### src/design/stun_pkg.sv
// ----------------------------------------------------------------------------
// stun_pkg
// Types, codes and lookup functions shared by the STUN message parser.
// ----------------------------------------------------------------------------
`default_nettype none

package stun_pkg;

   localparam int unsigned HEADER_BYTES = 20;
   localparam int unsigned POS_W        = 17;
   localparam int unsigned LEN_W        = 16;

   // walk phase
   typedef enum logic [1:0] {
      PH_HEADER   = 2'd0,
      PH_ATTR_HDR = 2'd1,
      PH_ATTR_VAL = 2'd2,
      PH_STOP     = 2'd3
   } phase_type;

   // end record status
   typedef enum logic [2:0] {
      ST_OK       = 3'd0,
      ST_SHORT    = 3'd1,
      ST_UNSUP    = 3'd2,
      ST_MISMATCH = 3'd3,
      ST_OVERRUN  = 3'd4
   } status_type;

   // record kind on the result stream
   localparam logic REC_ATTR = 1'b0;
   localparam logic REC_END  = 1'b1;

   // message type words
   localparam logic [15:0] MT_REQUEST    = 16'h0001;
   localparam logic [15:0] MT_SUCCESS    = 16'h0101;
   localparam logic [15:0] MT_ERROR      = 16'h0111;
   localparam logic [15:0] MT_INDICATION = 16'h0011;

   // attribute type words
   localparam logic [15:0] AT_MAPPED        = 16'h0001;
   localparam logic [15:0] AT_XOR_MAPPED    = 16'h0020;
   localparam logic [15:0] AT_USERNAME      = 16'h0006;
   localparam logic [15:0] AT_INTEGRITY     = 16'h0008;
   localparam logic [15:0] AT_FINGERPRINT   = 16'h8028;
   localparam logic [15:0] AT_USE_CANDIDATE = 16'h0011;
   localparam logic [15:0] AT_CONTROLLING   = 16'h8029;
   localparam logic [15:0] AT_RELAYED       = 16'h0021;

   typedef struct packed {
      logic       valid;
      logic [1:0] kind;
   } msg_kind_type;

   typedef struct packed {
      logic       valid;
      logic [2:0] code;
   } attr_code_type;

   // one queue entry: the results caused by one input byte
   typedef struct packed {
      logic        has_attr;
      logic        has_end;
      logic [2:0]  attr_code;
      logic [15:0] attr_len;
      logic [16:0] attr_off;
      logic [15:0] msg_len;
      logic [1:0]  msg_kind;
      logic [2:0]  status;
      logic [31:0] txid_upper;
      logic [63:0] txid_lower;
   } rec_entry_type;

   function automatic msg_kind_type kind_of(input logic [15:0] t);
      msg_kind_type r;
      r = '{valid: 1'b1, kind: 2'd0};
      case (t)
         MT_REQUEST:    r.kind = 2'd0;
         MT_SUCCESS:    r.kind = 2'd1;
         MT_ERROR:      r.kind = 2'd2;
         MT_INDICATION: r.kind = 2'd3;
         default:       r.valid = 1'b0;
      endcase
      return r;
   endfunction

   function automatic attr_code_type code_of(input logic [15:0] t);
      attr_code_type r;
      r = '{valid: 1'b1, code: 3'd0};
      case (t)
         AT_MAPPED:        r.code = 3'd0;
         AT_XOR_MAPPED:    r.code = 3'd1;
         AT_USERNAME:      r.code = 3'd2;
         AT_INTEGRITY:     r.code = 3'd3;
         AT_FINGERPRINT:   r.code = 3'd4;
         AT_USE_CANDIDATE: r.code = 3'd5;
         AT_CONTROLLING:   r.code = 3'd6;
         AT_RELAYED:       r.code = 3'd7;
         default:          r.valid = 1'b0;
      endcase
      return r;
   endfunction

endpackage

`default_nettype wire

### src/design/stun_message_parser.sv
// ----------------------------------------------------------------------------
// stun_message_parser
// Byte-serial STUN header and attribute walker with a small result queue.
// ----------------------------------------------------------------------------
//  channel   dir  tdata                          tuser        tlast
//  req_      in   data_byte                      -            end_of_datagram
//  rsp_      out  code,len,off,kind,status,txid  record_kind  last_of_run
//
//  One byte is taken per cycle while req_tready is high; its results land in
//  the queue at that edge and can leave the next cycle. A byte causes zero,
//  one or two results. The result side sends one record per cycle while
//  rsp_tready is high, so a byte that emits both an attribute and an end
//  record needs two transfers; the four-entry queue absorbs this and stalls
//  req_tready only when full. Reset (synchronous, active high) empties the
//  queue and returns the walk to the header phase.
// ----------------------------------------------------------------------------
`default_nettype none

module stun_message_parser (
   input  wire logic         clock,
   input  wire logic         reset,
   input  wire logic         req_tvalid,
   output      logic         req_tready,
   input  wire logic [7:0]   req_tdata,   // [7:0] data_byte
   input  wire logic         req_tlast,   // end_of_datagram
   output      logic         rsp_tvalid,
   input  wire logic         rsp_tready,
   // [2:0] attr_code, [18:3] value_length, [35:19] value_offset,
   // [37:36] message_kind, [40:38] status, [72:41] txid_upper,
   // [136:73] txid_lower, [143:137] zero
   output      logic [143:0] rsp_tdata,
   output      logic         rsp_tuser,   // record_kind
   output      logic         rsp_tlast    // last_of_run
);

   localparam int unsigned QDEPTH = 4;
   localparam int unsigned QIDX_W = $clog2(QDEPTH);
   localparam int unsigned QCNT_W = $clog2(QDEPTH + 1);

   // parse state
   logic [16:0]          pos_ff,  pos_in;
   logic [15:0]          type_ff, type_in;
   logic [15:0]          mlen_ff, mlen_in;
   logic [31:0]          txu_ff,  txu_in;
   logic [63:0]          txl_ff,  txl_in;
   logic [31:0]          hdr_ff,  hdr_in;
   logic [16:0]          ave_ff,  ave_in;
   stun_pkg::phase_type  phase_ff, phase_in;
   stun_pkg::status_type err_ff,  err_in;

   // result queue
   stun_pkg::rec_entry_type q_ff [QDEPTH];
   logic [QIDX_W-1:0]       wr_ptr_ff, rd_ptr_ff;
   logic [QCNT_W-1:0]       cnt_ff;
   logic                    attr_sent_ff;

   logic                    req_acc, rsp_acc, push, pop;
   stun_pkg::rec_entry_type new_entry, head;
   stun_pkg::msg_kind_type  kind_now;
   stun_pkg::attr_code_type acode;
   stun_pkg::status_type    end_status;
   logic                    attr_hit;
   logic [16:0]             region_end;
   logic [17:0]             p1, vend, vend_pad;
   logic [31:0]             hdr_next;
   logic                    send_attr;

   assign req_tready = (cnt_ff != QCNT_W'(QDEPTH));
   assign req_acc    = req_tvalid && req_tready;
   assign rsp_acc    = rsp_tvalid && rsp_tready;

   // next state of the walk for the byte at the input
   always_comb begin
      pos_in     = pos_ff;
      type_in    = type_ff;
      mlen_in    = mlen_ff;
      txu_in     = txu_ff;
      txl_in     = txl_ff;
      hdr_in     = hdr_ff;
      ave_in     = ave_ff;
      phase_in   = phase_ff;
      err_in     = err_ff;
      attr_hit   = 1'b0;
      acode      = '{valid: 1'b0, code: 3'd0};
      region_end = 17'(stun_pkg::HEADER_BYTES) + {1'b0, mlen_ff};
      p1         = {1'b0, pos_ff} + 18'd1;
      hdr_next   = {hdr_ff[23:0], req_tdata};
      vend       = p1 + {2'b00, hdr_next[15:0]};
      vend_pad   = vend + 18'd3;
      end_status = stun_pkg::ST_OK;

      if (req_acc) begin
         case (phase_ff)
            stun_pkg::PH_HEADER: begin
               if (pos_ff < 17'd2) begin
                  type_in = {type_ff[7:0], req_tdata};
               end else if (pos_ff < 17'd4) begin
                  mlen_in = {mlen_ff[7:0], req_tdata};
               end else if (pos_ff >= 17'd8 && pos_ff < 17'd12) begin
                  txu_in = {txu_ff[23:0], req_tdata};
               end else if (pos_ff >= 17'd12 && pos_ff < 17'(stun_pkg::HEADER_BYTES)) begin
                  txl_in = {txl_ff[55:0], req_tdata};
               end
               if (pos_ff >= 17'(stun_pkg::HEADER_BYTES - 1)) begin
                  phase_in = stun_pkg::PH_ATTR_HDR;
               end
            end
            stun_pkg::PH_ATTR_HDR: begin
               if (pos_ff < region_end) begin
                  hdr_in = hdr_next;
                  // header complete on the fourth byte of each aligned word
                  if (pos_ff[1:0] == 2'b11) begin
                     if (vend > {1'b0, region_end}) begin
                        err_in   = stun_pkg::ST_OVERRUN;
                        phase_in = stun_pkg::PH_STOP;
                     end else begin
                        acode    = stun_pkg::code_of(hdr_next[31:16]);
                        attr_hit = acode.valid;
                        ave_in   = {vend_pad[16:2], 2'b00};
                        if (hdr_next[15:0] != 16'd0) begin
                           phase_in = stun_pkg::PH_ATTR_VAL;
                        end
                     end
                  end
               end
            end
            stun_pkg::PH_ATTR_VAL: begin
               if (p1 >= {1'b0, ave_ff}) begin
                  phase_in = stun_pkg::PH_ATTR_HDR;
               end
            end
            stun_pkg::PH_STOP: begin
            end
            default: begin
            end
         endcase
         if (pos_ff != '1) begin
            pos_in = pos_ff + 17'd1;
         end
      end

      kind_now = stun_pkg::kind_of(type_in);
      if (p1 < 18'(stun_pkg::HEADER_BYTES)) begin
         end_status = stun_pkg::ST_SHORT;
      end else if (!kind_now.valid) begin
         end_status = stun_pkg::ST_UNSUP;
      end else if (p1 < {1'b0, region_end}) begin
         end_status = stun_pkg::ST_MISMATCH;
      end else begin
         end_status = err_in;
      end

      new_entry.has_attr   = attr_hit;
      new_entry.has_end    = req_tlast;
      new_entry.attr_code  = acode.code;
      new_entry.attr_len   = hdr_next[15:0];
      new_entry.attr_off   = p1[16:0];
      new_entry.msg_len    = mlen_in;
      new_entry.msg_kind   = kind_now.kind;
      new_entry.status     = end_status;
      new_entry.txid_upper = txu_in;
      new_entry.txid_lower = txl_in;

      // end of datagram returns the walk to its reset state
      if (req_acc && req_tlast) begin
         pos_in   = '0;
         type_in  = '0;
         mlen_in  = '0;
         txu_in   = '0;
         txl_in   = '0;
         hdr_in   = '0;
         ave_in   = '0;
         phase_in = stun_pkg::PH_HEADER;
         err_in   = stun_pkg::ST_OK;
      end
   end

   always_ff @(posedge clock) begin
      if (reset) begin
         pos_ff   <= '0;
         type_ff  <= '0;
         mlen_ff  <= '0;
         txu_ff   <= '0;
         txl_ff   <= '0;
         hdr_ff   <= '0;
         ave_ff   <= '0;
         phase_ff <= stun_pkg::PH_HEADER;
         err_ff   <= stun_pkg::ST_OK;
      end else begin
         pos_ff   <= pos_in;
         type_ff  <= type_in;
         mlen_ff  <= mlen_in;
         txu_ff   <= txu_in;
         txl_ff   <= txl_in;
         hdr_ff   <= hdr_in;
         ave_ff   <= ave_in;
         phase_ff <= phase_in;
         err_ff   <= err_in;
      end
   end

   // result queue, one entry per byte that causes any record
   assign push      = req_acc && (attr_hit || req_tlast);
   assign head      = q_ff[rd_ptr_ff];
   assign send_attr = head.has_attr && !attr_sent_ff;
   assign pop       = rsp_acc && (!send_attr || !head.has_end);

   always_ff @(posedge clock) begin
      if (push) begin
         q_ff[wr_ptr_ff] <= new_entry;
      end
   end

   always_ff @(posedge clock) begin
      if (reset) begin
         wr_ptr_ff    <= '0;
         rd_ptr_ff    <= '0;
         cnt_ff       <= '0;
         attr_sent_ff <= 1'b0;
      end else begin
         if (push) begin
            wr_ptr_ff <= wr_ptr_ff + QIDX_W'(1);
         end
         if (pop) begin
            rd_ptr_ff    <= rd_ptr_ff + QIDX_W'(1);
            attr_sent_ff <= 1'b0;
         end else if (rsp_acc) begin
            attr_sent_ff <= 1'b1;
         end
         cnt_ff <= cnt_ff + QCNT_W'(push) - QCNT_W'(pop);
      end
   end

   assign rsp_tvalid = (cnt_ff != '0);
   assign rsp_tuser  = send_attr ? stun_pkg::REC_ATTR : stun_pkg::REC_END;
   assign rsp_tlast  = !send_attr || !head.has_end;
   assign rsp_tdata  = {7'd0,
                        head.txid_lower,
                        head.txid_upper,
                        send_attr ? 3'(stun_pkg::ST_OK) : head.status,
                        head.msg_kind,
                        send_attr ? head.attr_off : 17'd0,
                        send_attr ? head.attr_len : head.msg_len,
                        send_attr ? head.attr_code : 3'd0};

   // checks
   a_cnt_bound : assert property (@(posedge clock) disable iff (reset)
      cnt_ff <= QCNT_W'(QDEPTH))
      else $error("result queue count past depth");

   a_walk_clear : assert property (@(posedge clock) disable iff (reset)
      (req_acc && req_tlast) |=> (pos_ff == '0 && phase_ff == stun_pkg::PH_HEADER))
      else $error("walk not cleared after end of datagram");

   a_head_live : assert property (@(posedge clock) disable iff (reset)
      rsp_tvalid |-> (head.has_attr || head.has_end))
      else $error("queue head holds no record");

   a_attr_status : assert property (@(posedge clock) disable iff (reset)
      (rsp_tvalid && rsp_tuser == stun_pkg::REC_ATTR) |-> (rsp_tdata[40:38] == 3'd0))
      else $error("attribute record with nonzero status");

endmodule

`default_nettype wire

### config.mk
export PLATFORM = sky130hd
export DESIGN_NAME = stun_message_parser
export DESIGN_NICKNAME = d
export VERILOG_FILES = /design/src/design/stun_pkg.sv /design/src/design/stun_message_parser.sv
export SDC_FILE = /design/constraint.sdc
export NUM_CORES = 1
export LEC_CHECK = 0
export BUFFER_PORTS_ARGS = -buffer_cell sky130_fd_sc_hd__buf_4
export CAP_MARGIN = 0
export CELL_PAD_IN_SITES_DETAIL_PLACEMENT = 0
export CELL_PAD_IN_SITES_GLOBAL_PLACEMENT = 1
export CORE_ASPECT_RATIO = 1.25
export CORE_UTILIZATION = 25
export CTS_CLUSTER_SIZE = 24
export DETAILED_ROUTE_END_ITERATION = 7
export PLACE_DENSITY_LB_ADDON = 0.1
export SYNTH_ARGS = -nofsm -noshare
export SYNTH_HDL_FRONTEND = slang
export SYNTH_SLANG_ARGS = --single-unit
### constraint.sdc
create_clock -name clock -period 13.1 [get_ports clock]
set_clock_uncertainty 0.2 [all_clocks]
set_input_delay 0.655 -clock clock [delete_from_list [all_inputs] [get_ports clock]]
set_output_delay 0.655 -clock clock [all_outputs]
set_load 0.005 [all_outputs]
# --- Word level (Yosys, flattened, before mapping) ---
# Memories as Yosys holds them, arrays and structs flattened. A register that Yosys moved wholly into a read port is not among the register bits.
# Cells that the tools add are included.
totals:
  ramBits: 620
  wordCells: 139
  output_inout_bits: 148
  mem_count: 1
  input_bits: 13
  reg_bits: 197
op_classes:
  n_addsub: 9
  n_reduce_logical: 25
  n_eq_ne: 22
  muxes: 56
  n_bitwise: 1
  magnitude_cmp: 12
memory_table:
  columns: ["memory", "depth", "width", "rd", "rd_clocked_by_memory_dff", "write_ports", "line_no", "rtl"]
  rows:
  - ["q_ff", 4, 155, 1, 1, 1, "stun_message_parser.sv:52", "stun_pkg::rec_entry_type q_ff [QDEPTH];"]
op_table:
  columns: ["operator", "n"]
  rows:
  - ["64-bit two-way mux", 6]
  - ["32-bit two-way mux", 5]
  - ["16-bit two-way mux", 8]
  - ["3-bit two-way mux", 15]
  - ["17-bit by 4-bit >= comparator with 1-bit output (second input constant)", 2]
  - ["16-bit by 1-bit equality test with 1-bit output (second input constant)", 2]
  - ["16-bit equality test (second input constant)", 2]
  - ["16-bit by 5-bit equality test with 1-bit output (second input constant)", 2]
  - ["16-bit by 6-bit equality test with 1-bit output (second input constant)", 2]
  - ["16-bit by 9-bit equality test with 1-bit output (second input constant)", 2]
  - ["3-bit case mux with 7 select lines", 1]
  - ["17-bit by 1-bit adder with 18-bit output (second input constant)", 1]
  - ["18-bit by 16-bit adder with 18-bit output", 1]
  - ["18-bit by 17-bit >= comparator with 1-bit output", 1]
  - ["18-bit by 17-bit greater-than comparator with 1-bit output", 1]
  - ["18-bit by 17-bit less-than comparator with 1-bit output", 1]
  - ["18-bit by 5-bit less-than comparator with 1-bit output (second input constant)", 1]
  - ["17-bit by 1-bit adder with 17-bit output (second input constant)", 1]
  - ["17-bit by 2-bit adder with 17-bit output (second input constant)", 1]
  - ["5-bit by 16-bit adder with 17-bit output (first input constant)", 1]
  - ["17-bit by 5-bit >= comparator with 1-bit output (second input constant)", 1]
  - ["17-bit less-than comparator", 1]
  - ["17-bit by 2-bit less-than comparator with 1-bit output (second input constant)", 1]
  - ["17-bit by 3-bit less-than comparator with 1-bit output (second input constant)", 1]
  - ["other kinds (30)", 65]

# --- Depth between registers and ports, before layout ---
# Gate-level depths: netlist of the first run.
depth:
  depth_word: 12
  mapped_depth: 29
  depth_no_buf: 28

# --- Worst setup path before layout of the first run ---
# No wires, ideal clock.
synth_timing:
  path_type: "register to register"
  start: "register pos_ff[1]"
  end: "memory q_ff[0][0] in the netlist's numbering (enable)"
  path_slack_ns: 0.736
  stages_incl_launch_ff: 22
  t_arrival_ns: 11.473
  period_less_slack_ns: 12.364
  setup_ns: 0.691
  cell_sequence: "dfxtp_1 > ha_1 > clkbuf_1 > nand3_1 > nor2_1 > and2_1 > nand4_1 > xnor2_1 > ha_1 > nand2_1 > or3_1 > o211ai_1 > xor2_1 > ha_1 > a41o_1 > a21o_1 > a221oi_1 > a221o_1 > nand4_1 > a211oi_1 > nor2_1 > nor2b_1"
synth_lines:
  columns: ["element", "line_no", "rtl"]
  rows:
  - ["start: declaration", "stun_message_parser.sv:41", "logic [16:0] pos_ff, pos_in;"]
  - ["start signal: assignment", "stun_message_parser.sv:190", "pos_ff <= pos_in;"]
  - ["end: declaration", "stun_message_parser.sv:52", null]

==> results of run 1 <==
==> state kept, by name (all words and copies together) (netlist names), 2 cells and up, named ones only <==
signal and count:
txu_ff 32, mlen_ff 16, phase_ff 2, err_ff 3, rd_ptr_ff 2, hdr_ff 24
q_ff 620, txl_ff 64, ave_ff 15, type_ff 16, wr_ptr_ff 2, cnt_ff 3
pos_ff 17
==> cells in the final DEF, fill, tap and decap left out, types with 40 or more instances in the layout <==
cell type and n:
a21oi_1 61, mux2_2 127, buf_4 191, mux4_2 155
ha_1 92, edfxtp_1 620, and2_1 121, inv_1 42
xor2_1 40, clkbuf_16 90, dfxtp_1 197, nand2_1 73
nor2_1 116
==> power groups by stage <==
stage               clock [W]  sequential [W]  combinational (W)
detailed placement          0         0.00295            0.00125
global placement            0         0.00294            0.00125
floorplan                   0         0.00295           0.000667
CTS                   0.00269         0.00289            0.00125
finish                0.00259         0.00289            0.00118
global route          0.00278         0.00290            0.00130
==> worst register-to-register path: cells and delay by family, from the launching register on <==
family	cells	cell delay [ps]
compound gates	8	1880
flops	1	460
fa+ha+maj	3	1200
xor+xnor	2	1100
simple gates	8	2490
buf+inv	1	840
==> layout make-up <==
type | count | share of cell area, %
Sequential cell | 819 | 56.2
Multi-Input combinational cell | 1137 | 26.7
Clock buffer | 126 | 6.38
Tap cell | 1748 | 5.44
Timing Repair Buffer | 194 | 3.69
Clock inverter | 40 | 1.19
Inverter | 42 | 0.392
==> synthesized netlist by cell type (34+ instances only) <==
| cell | count |
|---|---|
| mux2_2 | 127 |
| and2_1 | 121 |
| inv_1 | 42 |
| mux4_2 | 155 |
| clkbuf_1 | 59 |
| nor2b_1 | 34 |
| edfxtp_1 | 620 |
| nor2_1 | 118 |
| dfxtp_1 | 199 |
| a21oi_1 | 62 |
| xor2_1 | 40 |
| ha_1 | 92 |
| nand2_1 | 73 |
==> logic make-up after synthesis <==
logic type / count (synthesis) / synth area share (%)
AO/OA/AOI/OAI: 173 / 3.22
XOR/XNOR: 67 / 1.74
adder cells (fa/ha/maj): 94 / 3.52
buffers and inverters: 137 / 1.62
flip-flops: 819 / 66.8
multiplexers: 315 / 15.5
other: 1 / 0.0111
AND/OR/NAND/NOR: 481 / 7.51
==> stage by stage <==
step / std cells / setup WS [ps] / area, sq um / power [W] / hold slack [ps]
6_report: 4106 / 4500 / 40200 / 0.00666 / 68.2
2_1_floorplan: 2093 / 736 / 33800 / 0.00362 / 231
3_3_place_gp: 3939 / 4310 / 37200 / 0.00419 / 256
4_1_cts: 4106 / 4210 / 40200 / 0.00683 / 2.25
3_5_place_dp: 3939 / 4250 / 37200 / 0.00419 / 251
5_1_grt: 4106 / 3770 / 40200 / 0.00698 / 40.4
==> worst min path at each step <==
stage                    to
3_3_place_gp   attr_sent_ff
6_report       attr_sent_ff
4_1_cts        attr_sent_ff
3_5_place_dp   attr_sent_ff
5_1_grt        attr_sent_ff
2_1_floorplan  attr_sent_ff
==> per-layer routing <==
metal	GRT usage [%]	share of wire, %	vias up
met5	0	0	-
met4	3.75	1.8	0
met3	2.07	3.3	102
met2	24.7	52	304
met1	17.7	43	9477
li1	-	-	8412
==> repair_timing <==
item | in CTS | in global routing
setup endpoints to repair | 0 | 0
hold buffers | 1 | 0
hold endpoints to repair | 4 | 0
==> results.cfg, run 1 <==
[outcome]
status = complete, no violations

[synthesis]
syn_area_sq_mm = 0.0338
synthCells = 2087
synthTopCellsByArea = edfxtp_1, dfxtp_1, mux4_2, mux2_2, ha_1
synth_seq_cells = 819
synth.largest_area_cell = edfxtp_1
syn_area_per_cell_sq_um = 16.2
synth_cell_types = 65
ys_warn_count = 0
synth_top_flop_cell = edfxtp_1
async_flop_share_pct = 0
synth_edf_count = 620
yosys.area.top_type_share_pct = 55.1
seq_area_frac_synth_pct = 66.8

[final_layout]
nets = 2389
drive_gt1_share_pct = 27.1
fill_cells = 13300
multi_input_area_sq_mm = 0.0107
syn_to_final_growth_pct = 19.0
fin_util_pct = 30.0
register_area_sq_mm = 0.0226
diodes = 0

[grt]
antenna_found_initial = 8
grtUsageTotal_pct = 14.0
grt_pass1_wl_microns = 138000
grt_max_degree = 115
grt_pass1_vias = 19300
gr-total-overflow = 0

[die]
core_area_sq_mm = 0.134
die_w_microns = 331
io_pins = 161
fp.dieArea_sq_mm = 0.137
start_util_pct = 25.2
num_rows = 150
die_h_microns = 413

[placement]
port_buffers = 153
gp_congestion = 0.809
dp_hpwl_microns = 60500

[clock_network]
cts_buffers = 88
clkSlewWorstSetupHoldPaths_ps = 60
cts-resized-gates = 0
clock_path_buffers = 3
cts_tree = built
postCtsSetupBuffers = 0
clock_latency_ps = 670
cts.htree.levels = 3
cts_root_buf = clkbuf_16
cts_sinks = 819

[power]
combPwrFrac_pct = 17.8
pwr-share-clk_pct = 38.9
internal-power_w = 0.00498
leakage_nw = 14.2
swShare_pct = 25.3
p_seq_share_pct = 43.3
peakVddDrop_mv = 0.0924
p_sw_w = 0.00168
powerDensity_mw_per_mm2 = 166

[routing]
routed_wl_microns = 95300
first_pass_iters = 5
dr.first_iter.drc_count = 811
routed-via-count = 18300
routedWlPerCell_microns = 23.2
avgViaCountPerCell = 4.46
drcViolationCount = 0
antenna_left = 0

[timing]
period_share_pct = 65.7
setup_viol = 0
rsz0062_at_grt = no
tightest_slew_ps = 1070
hold_viol = 0
slew_headroom_pct = 28.1
period_minus_slack_ps = 8600
slew_violations = 0
final.setup.tns_ps = 0
max_freq_mhz = 116

[setup_path]
cp_cell_sequence = ha_1, nand3_1, nor2_1, and2_1, nand4_1, xnor2_1, ha_1, a21oi_1, o211ai_1, o211ai_1, nand2_1, xor2_1, ha_1, a41o_1, a21o_1, a221oi_1, a221o_1, nand4_1, a211oi_1, nor2_1, nor2b_4, buf_4
critPathMostFrequentCell = ha_1
critPathLaunchType = register
worstSetupEndpointType = register
critPathBufInv = 1
setup.worst_path.end = q_ff[3][75]
critPathMaxStageDelay_ps = 820
crit_path_top_delay_cell = buf_4
critical_path_class = register to register
r2r_cells = 22
cp_num_cells = 22
cp_top_family = simple AND/OR/NAND/NOR gates
reg2reg_setup_slack_ps = 4500
required_ps = 13180
r2r_end = q_ff[3][75]
r2r-start = pos_ff[1]
arrival_ps = 8680
cp-startpoint = pos_ff[1]
cp_max_fo = 52

[min_path]
holdPathStages = 3
hp-start = rsp_tready
hp-class = input port to register

[run]
drv_cap = 0
Note: power is estimated with default switching activity, not from simulation.
==> inputs of run 2 (changes only) <==
- ABC_AREA: default -> 1
- clock period: 13.1 -> 8.35 ns (I/O delays scaled with it)
==> run 2 against run 1 <==
Effect of this change: setup slack worse by 2400 ps; first-iteration DRC count up 33%; highest routed layer unchanged; largest cell class unchanged; global-route usage up 1.6 points; design area up 3.9%; critical path type unchanged; critical endpoint is now q_ff[1][62]; core utilization about the same; total power up 88%.
==> results.cfg, run 2 <==
[power]
p_sw_w = 0.00410
combPwrFrac_pct = 26.3
peakVddDrop_mv = 0.156
p_seq_share_pct = 40.0
p_total_w = 0.0125
internal-power_w = 0.00841
swShare_pct = 32.8
powerDensity_mw_per_mm2 = 300
pwr-share-clk_pct = 33.6
leakage_nw = 16.5

[timing]
rsz0062_at_grt = no
slew_violations = 0
hold_viol = 0
final.setup.tns_ps = 0
period_minus_slack_ps = 6280
max_freq_mhz = 159
period_share_pct = 75.2
slew_headroom_pct = 28.5
setup_viol = 0
tightest_slew_ps = 1070

[final_layout]
nets = 3704
most-common-layout-cells = nor2_1, edfxtp_1, o21ai_0
final_cells = 5537
top_register = q_ff
drive_gt1_share_pct = 11.1
final_common_cell = nor2_1
syn_to_final_growth_pct = 18.9
reg.largest.list = q_ff x620, txl_ff x64, txu_ff x32
diodes = 0
largest_reg_flops = 620

[clock_network]
cts_sinks = 819
clock_path_buffers = 3
cts_tree = built
cts-resized-gates = 0
clock_latency_ps = 690
clkSlewWorstSetupHoldPaths_ps = 60
cts_buffers = 92
cts_root_buf = clkbuf_16
cts.htree.levels = 3

[setup_path]
critPathMostFrequentCell = nand2_1
critical_path_class = register to register
reg2reg_setup_slack_ps = 2070
crit_path_top_delay_cell = nor2_4
r2r_cells = 29
required_ps = 8480
cp_max_fo = 24
critPathLaunchType = register
r2r-start = pos_ff[0]
critPathBufInv = 5
cp-startpoint = pos_ff[0]
cp_num_cells = 29
critPathMaxStageDelay_ps = 630
r2r_end = q_ff[1][62]
worstSetupEndpointType = register
setup.worst_path.end = q_ff[1][62]
arrival_ps = 6420
cp_top_family = simple AND/OR/NAND/NOR gates

[die]
io_pins = 161
start_util_pct = 25.2
die_w_microns = 337
num_rows = 153
fp.dieArea_sq_mm = 0.142
core_area_sq_mm = 0.139
die_h_microns = 421

[synthesis]
async_flop_share_pct = 0
synth_cell_types = 52
synthCells = 3453
synth.largest_area_cell = edfxtp_1
synth_seq_cells = 819
synth_top_flop_cell = edfxtp_1
synth.most_common_cell = nor2_1
synth_edf_count = 620
syn_area_per_cell_sq_um = 10.2
syn_area_sq_mm = 0.0351
yosys-top-cells-count = nor2_1, edfxtp_1, o21ai_0, nand2_1, inv_1
synthTopCellsByArea = edfxtp_1, dfxtp_1, o21ai_0, nor2_1, nand2_1
seq_area_frac_synth_pct = 64.3
yosys.area.top_type_share_pct = 53.0
ys_warn_count = 0

[routing]
routedWlPerCell_microns = 20.1
routed-via-count = 24200
dr.first_iter.drc_count = 1082
first_pass_iters = 5
routed_wl_microns = 111000
avgViaCountPerCell = 4.37
antenna_left = 0
drcViolationCount = 0

[placement]
dp_hpwl_microns = 71700
port_buffers = 153
gp_congestion = 0.807
place_inst = 5352

[grt]
grt_max_degree = 119
grt_pass1_vias = 24000
grt_pass1_wl_microns = 163000
grtUsageTotal_pct = 15.6
antenna_found_initial = 4
gr-total-overflow = 0

[min_path]
hp-start = err_ff[0]
hp-class = register to register

[outcome]
status = complete, no violations

[run]
drv_cap = 0
==> run 2: cell count changes in the layout (fill, tap and decap cells not counted), sizes merged, moves of 23 or more <==
cell   change
inv      +347
nor2b     -33
nor2     +528
mux4     -155
mux2i     -32
a21oi     +74
o22ai    +117
and2     -118
nand4     +23
nand2    +321
nand3     +26
o21ai    +454
mux2     -127
==> run 2: power groups by stage <==
| stage | Combinational [W] | Sequential [W] | Clock (W) |
|---|---|---|---|
| floorplan | 0.00188 | 0.00503 | 0 |
| global placement | 0.00344 | 0.00511 | 0 |
| detailed placement | 0.00341 | 0.00511 | 0 |
| CTS | 0.00343 | 0.00502 | 0.00436 |
| global route | 0.00373 | 0.00505 | 0.00450 |
| finish | 0.00330 | 0.00501 | 0.00421 |
==> run 2: timing repair <==
item | 4_1_cts | 5_1_grt
hold buffers | 11 | 0
setup buffers | 0 | 0
setup endpoints to repair | 0 | 0
endpoints found under the hold margin | 61 | 0
==> run 2: final cells by class <==
| type | count | area (sq um) |
|---|---|---|
| Inverter | 392 | 1490 |
| Multi-Input combinational cell | 2078 | 10400 |
| Fill cell | 14600 | 97600 |
| Clock buffer | 128 | 2590 |
| Tap cell | 1860 | 2330 |
| Clock inverter | 46 | 544 |
| Sequential cell | 819 | 22600 |
| Timing Repair Buffer | 214 | 1800 |
==> run 2: tightest hold or removal path: stages (launching register included) <==
cell     delay, ps
dfxtp_1        300
nand2_1         70
nor2_1          40
==> run 2: cells by family (layout without fill, tap and decap cells) <==
kind of cell	after synthesis	in the layout	synth area share, %
compound gates	779	779	11.8
xor+xnor	33	33	0.908
fa+ha+maj	94	94	3.39
buf+inv	562	780	6.20
flops	819	819	64.3
mux	1	1	0.0285
other cells	1	7	0.0107
simple gates	1164	1164	13.4
==> run 2: worst min path at each step <==
stage / end / depth (start not counted)
after floorplan: err_ff[0] / 2
after global placement: err_ff[0] / 2
after detailed placement: err_ff[1] / 2
after CTS: cnt_ff[1] / 3
after global routing: cnt_ff[1] / 3
final: err_ff[0] / 2
==> run 2: stage by stage <==
| stage | utilization (%) | worst slack [ps] | area, sq um | hold WS [ps] |
|---|---|---|---|---|
| 2_1_floorplan | - | 32.4 | 35200 | 220 |
| 3_3_place_gp | 27.7 | 1860 | 38500 | 234 |
| 3_5_place_dp | 27.7 | 1880 | 38500 | 239 |
| 4_1_cts | 30.0 | 1840 | 41800 | 212 |
| 5_1_grt | 30.0 | 1330 | 41800 | 262 |
| 6_report | 30.0 | 2070 | 41800 | 245 |
==> run 2: routing by layer <==
| metal | share of wire (%) | GRT usage, % | vias up |
|---|---|---|---|
| li1 | - | - | 12000 |
| met1 | 45 | 19.8 | 11700 |
| met2 | 50 | 27.3 | 315 |
| met3 | 3.0 | 1.99 | 126 |
| met4 | 2.4 | 4.80 | 0 |
| met5 | 0 | 0 | - |
